[src/rtl/e80d_pkg.sv]
// ----------------------------------------------------------------------------
// e80d_pkg
// Constants shared by the extended-to-double converter.
// ----------------------------------------------------------------------------
package e80d_pkg;
	localparam int PIPE_DEPTH = 5;
	localparam logic [14:0] EXT_EXP_MAX = 15'h7FFF;
	// 16383 - 1023: extended bias less double bias
	localparam logic signed [17:0] BIAS_DIFF = 18'sd15360;
	localparam logic [10:0] DBL_EXP_MAX = 11'h7FF;
	localparam logic [63:0] DBL_INF = 64'h7FF0_0000_0000_0000;
	localparam logic [6:0] SH_NORMAL = 7'd11;
	localparam logic [6:0] SH_LIMIT = 7'd64;
endpackage

[src/rtl/extended80_to_double.sv]
// ----------------------------------------------------------------------------
// extended80_to_double
// 80-bit extended float to IEEE binary64, round to nearest even.
// ----------------------------------------------------------------------------
// One request is taken in every cycle in which start is high; busy is always
// low. Each result appears on double_bits with done high for one cycle, in
// request order, once it has passed the stages below. There is no hold-off on
// the result side: done is a one-cycle strobe and the result must be taken
// then. The five stages are:
// input capture, leading-zero count, normalising shift, alignment shift with
// guard/sticky, and rounding. Exponent 0x7FFF gives signed infinity, a zero
// mantissa signed zero.
module extended80_to_double (
	input  logic        clk,
	input  logic        arst_n,
	input  logic        start,
	output logic        busy,
	input  logic [15:0] ext_sign_exponent,
	input  logic [63:0] ext_mantissa,
	output logic        done,
	output logic [63:0] double_bits
);
	import e80d_pkg::*;

	typedef struct packed {
		logic sign;
		logic inf;
		logic zero;
	} flags_t;

	logic              vld_s1, vld_s2, vld_s3, vld_s4, vld_s5;
	flags_t            flg_s1, flg_s2, flg_s3, flg_s4;
	logic [14:0]       ex_s1, ex_s2;
	logic [63:0]       mant_s1, mant_s2, nm_s3;
	logic [5:0]        lz_s2;
	logic signed [17:0] be_s3, be_s4;
	logic [52:0]       q_s4;
	logic              grd_s4, stk_s4, sub_s4, under_s4;
	logic [63:0]       res_s5;

	logic [5:0]        lz_c;
	logic [6:0]        sh_c;
	logic [127:0]      ext_c;
	logic signed [17:0] shr_c;
	logic [53:0]       qr_c;
	logic [10:0]       bex_c;
	logic signed [17:0] be_inc_c;
	logic [63:0]       res_c;

	assign busy = 1'b0;

	// highest set bit; zero mantissa is flagged separately
	always_comb begin
		lz_c = '0;
		for (int i = 0; i < 64; i++) begin
			if (mant_s1[i]) lz_c = 6'(63 - i);
		end
	end

	always_comb begin
		shr_c = 18'sd12 - be_s3;
		if (be_s3 >= 18'sd1) sh_c = SH_NORMAL;
		else if (shr_c > 18'sd64) sh_c = SH_LIMIT;
		else sh_c = shr_c[6:0];
		ext_c = {nm_s3, 64'd0} >> sh_c;
	end

	always_comb begin
		qr_c = {1'b0, q_s4} + 54'(grd_s4 & (stk_s4 | q_s4[0]));
		be_inc_c = be_s4 + 18'sd1;
		bex_c = be_s4[10:0];
		if (flg_s4.inf) begin
			res_c = {flg_s4.sign, DBL_INF[62:0]};
		end else if (flg_s4.zero || under_s4) begin
			res_c = {flg_s4.sign, 63'd0};
		end else if (sub_s4) begin
			// carry into bit 52 lands on the smallest normal by itself
			res_c = {flg_s4.sign, 10'd0, qr_c[52:0]};
		end else if (qr_c[53]) begin
			if (be_inc_c >= $signed({7'd0, DBL_EXP_MAX})) res_c = {flg_s4.sign, DBL_INF[62:0]};
			else res_c = {flg_s4.sign, be_inc_c[10:0], 52'd0};
		end else begin
			if (be_s4 >= $signed({7'd0, DBL_EXP_MAX})) res_c = {flg_s4.sign, DBL_INF[62:0]};
			else res_c = {flg_s4.sign, bex_c, qr_c[51:0]};
		end
	end

	always_ff @(posedge clk or negedge arst_n) begin
		if (!arst_n) begin
			vld_s1 <= 1'b0;
			vld_s2 <= 1'b0;
			vld_s3 <= 1'b0;
			vld_s4 <= 1'b0;
			vld_s5 <= 1'b0;
		end else begin
			vld_s1 <= start;
			vld_s2 <= vld_s1;
			vld_s3 <= vld_s2;
			vld_s4 <= vld_s3;
			vld_s5 <= vld_s4;
		end
	end

	always_ff @(posedge clk) begin
		flg_s1.sign <= ext_sign_exponent[15];
		flg_s1.inf  <= (ext_sign_exponent[14:0] == EXT_EXP_MAX);
		flg_s1.zero <= (ext_mantissa == 64'd0);
		ex_s1       <= ext_sign_exponent[14:0];
		mant_s1     <= ext_mantissa;

		flg_s2  <= flg_s1;
		ex_s2   <= ex_s1;
		mant_s2 <= mant_s1;
		lz_s2   <= lz_c;

		flg_s3 <= flg_s2;
		nm_s3  <= mant_s2 << lz_s2;
		be_s3  <= $signed({3'd0, ex_s2}) - BIAS_DIFF - $signed({12'd0, lz_s2});

		flg_s4   <= flg_s3;
		be_s4    <= be_s3;
		sub_s4   <= (be_s3 < 18'sd1);
		under_s4 <= (be_s3 < 18'sd1) && (shr_c > 18'sd64);
		q_s4     <= ext_c[116:64];
		grd_s4   <= ext_c[63];
		stk_s4   <= |ext_c[62:0];

		res_s5 <= res_c;
	end

	assign done = vld_s5;
	assign double_bits = res_s5;
endmodule

[config.mk]
export PLATFORM = sky130hd
export DESIGN_NAME = extended80_to_double
export DESIGN_NICKNAME = d
export VERILOG_FILES = /design/src/rtl/e80d_pkg.sv /design/src/rtl/extended80_to_double.sv
export SDC_FILE = /design/constraint.sdc
export NUM_CORES = 1
export LEC_CHECK = 0
export BUFFER_PORTS_ARGS = -buffer_cell sky130_fd_sc_hd__buf_2
export CELL_PAD_IN_SITES_DETAIL_PLACEMENT = 1
export CELL_PAD_IN_SITES_GLOBAL_PLACEMENT = 2
export CORE_MARGIN = 2
export CORE_UTILIZATION = 34
export CTS_CLUSTER_DIAMETER = 80
export DETAILED_ROUTE_END_ITERATION = 10
export MAX_ROUTING_LAYER = met4
export PLACE_DENSITY = 0.78
export SETUP_SLACK_MARGIN = 0.5
export SLEW_MARGIN = 20
export SYNTH_ARGS = -nofsm -noshare
export SYNTH_HDL_FRONTEND = slang
export SYNTH_SLANG_ARGS = --single-unit
[constraint.sdc]
create_clock -name clk -period 4.72 [get_ports clk]
set_input_delay 1.416 -clock clk [delete_from_list [all_inputs] [get_ports clk]]
set_output_delay 1.416 -clock clk [all_outputs]
set_load 0.02 [all_outputs]
==> results.py <==
metrics = {
    "clock_tree": {
        "numCtsBuffers": 44,
        "ctsHoldBuffers": 0,
        "clockBufferDepth": 3,
        "tritoncts": "done",
        "cts.sinks": 400,
        "clk_latency_ns": 0.59,
        "clkTransAtPathRegs_ns": 0.06,
        "cts_root_buf": "clkbuf_16",
        "h-tree-depth": 2,
    },
    "yosys": {
        "synth.largest_area_cell": "dfxtp_1",
        "syn_area_mm2": 0.0215,
        "synth_seq_area_share_pct": 37.3,
        "synth_edf_count": 0,
        "synth_area_leaders": "dfxtp_1 (37%), mux2i_1 (8.3%), nor2_1 (6.4%), nand2_1 (5.4%), mux4_2 (4.9%)",
        "synth_nets": 2633,
        "ys_ff_latch": 400,
        "synth_ff_type": "dfxtp_1",
        "yosysTopAreaCellShare_pct": 36.8,
        "async_reset_ff_share_pct": 1.25,
        "ys_warn_count": 0,
        "avgSynthCellArea_um2": 8.49,
        "syn_inst": 2535,
        "yosys.cell_types.count": 95,
    },
    "setup_path": {
        "crit_type": "reg2reg",
        "path_max_fanout": 7,
        "cp.arrival_ns": 5.53,
        "worst_r2r_path_depth": 22,
        "cp_data_required_time_ns": 5.18,
        "end_kind": "flip-flop",
        "start_kind": "flip-flop",
    },
    "floorplanning": {
        "die_area_mm2": 0.0653,
        "coreArea_mm2": 0.0629,
        "initial_core_util_pct": 34.2,
        "die_x_um": 256,
        "io_pins": 149,
        "core.rowCount": 92,
        "die_y_um": 256,
    },
    "detailed_routing": {
        "ant_nets": 0,
        "num_vias": 22700,
        "dr.pass1.iters": 5,
        "totalWireLength_um": 104000,
        "wire_per_inst_um": 25.6,
        "wl_met1_um": 48500,
        "drtIter0Drc": 1861,
        "top_layer": "met4",
        "drc": 0,
        "dr_wl_met2_um": 47300,
        "routed-wl-met3_um": 5930,
        "avgViaCountPerCell": 5.59,
    },
    "sta": {
        "setup_viol": 3,
        "min_period_ns": 5.07,
        "slew_viol_final": 0,
        "max_freq_mhz": 197,
        "fin_skew_ns": 0.0192,
        "worst_pin_slew_ns": 0.897,
        "setup_tns_ns": -0.440,
        "rsz0062_at_grt": "true",
        "fin_crit_sh_pct": 107,
        "worst_slack_ns": -0.352,
        "hold_viol": 0,
        "max_slew_margin_pct": 39.9,
    },
    "placed_design": {
        "dp_cells": 3886,
        "io_buffers": 147,
        "hpwlAfterDp_um": 81700,
        "place.gp.congestion": 0.969,
    },
    "cells_and_area": {
        "final_nets": 3266,
        "nFillCells": 7097,
        "stdcell_count": 4050,
        "drive_above_1_share_pct": 40.1,
        "final_cell_mix": "buf_4 (461), dfxtp_1 (392), nor2_1 (327)",
        "layout_commonest_cell": "buf_4",
        "area_delta_synth_final_pct": 49.4,
    },
    "pwr": {
        "power.leakage_uw": 0.0132,
        "ir_worst_vdd_mv": 0.295,
        "power.total_uw": 12600,
        "powerDensity_mw_per_mm2": 393,
    },
    "min_path": {
        "hold_depth": 0,
        "hp-class": "reg2reg",
    },
    "grt": {
        "grt_use_total_pct": 31.6,
        "overflow": 0,
        "antenna_found_initial": 3,
        "grt_max_degree": 67,
        "grt_first_pass_wirelength_um": 154000,
        "grt_pass1_vias": 23700,
    },
    "outcome": {
        "violations": "negative setup slack",
        "outcome": "complete, but fails checks",
    },
    "flow_run": {
        "max_cap_viol_count": 0,
    },
}
[routing by layer]
layer | vias to the layer above | GRT usage [%]
li1 | 10500 | -
met1 | 11400 | 43.8
met2 | 634 | 49.6
met3 | 109 | 4.03
met4 | 0 | 5.88
met5 | - | -
[repair_timing]
item | in CTS | in global routing
gates resized for setup | 313 | 356
pin swaps | 40 | 58
setup buffers | 36 | 43
endpoints found under the setup margin | 54 | 112
cloned | 2 | 1
[flip-flops by register name (all words and copies together) (netlist names), 17 cells and up]
signal and flops:
double_bits 64, mant_s1 64, mant_s2 64, nm_s3 64, q_s4 53, be_s3 17, be_s4 17
[cell usage after synthesis, drive strengths merged, types with 16 or more instances]
master  count
dfxtp     395
nor2      369
nand2     311
mux2i     182
a21oi     133
o21ai     117
clkbuf     94
buf        66
nand3      65
xor2       50
o22ai      49
a22oi      47
mux4       47
nand4      47
a31oi      41
inv        40
a211oi     39
nor4       39
nor3       35
and3       30
and2       27
xnor2      26
mux2       22
o31ai      16
[power by group]
group          switching, uW  total [uW]  leakage [uW]  internal (uW)
sequential               424        4240       0.00338           3810
clock                   1440        3530      0.000729           2090
combinational           2620        4870       0.00913           2250
total                   4480       12600        0.0132           8160
[critical path, cell delays in order, from the launching register on]
cell      delay [ns]
dfxtp_2         0.32
or3_4           0.39
or4_4           0.43
or4_1           0.42
a222oi_1        0.36
buf_4           0.26
a31o_4          0.27
buf_12          0.16
buf_12          0.13
buf_4           0.11
mux2i_1         0.17
buf_4           0.17
mux2i_4         0.13
a32oi_2         0.28
o21ai_2         0.11
nor2_2          0.16
buf_4           0.16
nand4b_1        0.16
a31oi_1         0.22
o21ai_0         0.14
buf_4           0.17
a21oi_2         0.12
o211ai_1        0.08
[stage by stage]
stage	hold WS [ns]	worst slack [ns]	utilization [%]	cell area [um2]
2_1_floorplan	0.310	0.339	-	21600
3_3_place_gp	0.312	-0.527	42.6	26800
3_5_place_dp	0.315	-0.572	42.6	26800
4_1_cts	0.328	-0.268	47.8	30000
5_1_grt	0.341	-0.625	51.1	32100
6_report	0.328	-0.352	51.1	32100
[cell families (layout without fill, tap and decap cells)]
| group | count (synthesis) | count (layout) | share of synthesized area [%] |
|---|---|---|---|
| AND/OR/NAND/NOR | 998 | 998 | 21.0 |
| AO/OA/AOI/OAI | 593 | 593 | 18.5 |
| flip-flops | 400 | 400 | 37.3 |
| multiplexers | 251 | 251 | 14.7 |
| buffers and inverters | 201 | 868 | 4.44 |
| XOR/XNOR | 76 | 76 | 3.09 |
| adder cells (fa/ha/maj) | 15 | 15 | 0.907 |
| other | 1 | 3 | 0.0174 |
[path summary, 6_finish.rpt]
kind / slack, ns / startpoint / to
min in group asynchronous: 0.64 / arst_n / vld_s2
min: 0.33 / flg_s2[1] / flg_s3[1]
max reg2reg: -0.35 / be_s3[12] / stk_s4
min reg2reg: 0.33 / flg_s2[1] / flg_s3[1]
max: -0.35 / be_s3[12] / stk_s4
max in group asynchronous: 3.96 / arst_n / vld_s4
[final cells by class]
type / count / area (um2) / share of cell area, %
Antenna cell: 2 / 5.00 / 0.0156
Clock buffer: 62 / 1290 / 4.01
Clock inverter: 18 / 233 / 0.724
Inverter: 41 / 154 / 0.479
Multi-Input combinational cell: 1934 / 15200 / 47.2
Sequential cell: 400 / 8040 / 25.0
Tap cell: 846 / 1060 / 3.29
Timing Repair Buffer: 747 / 6180 / 19.2
Note: power is estimated with default switching activity, not from simulation.
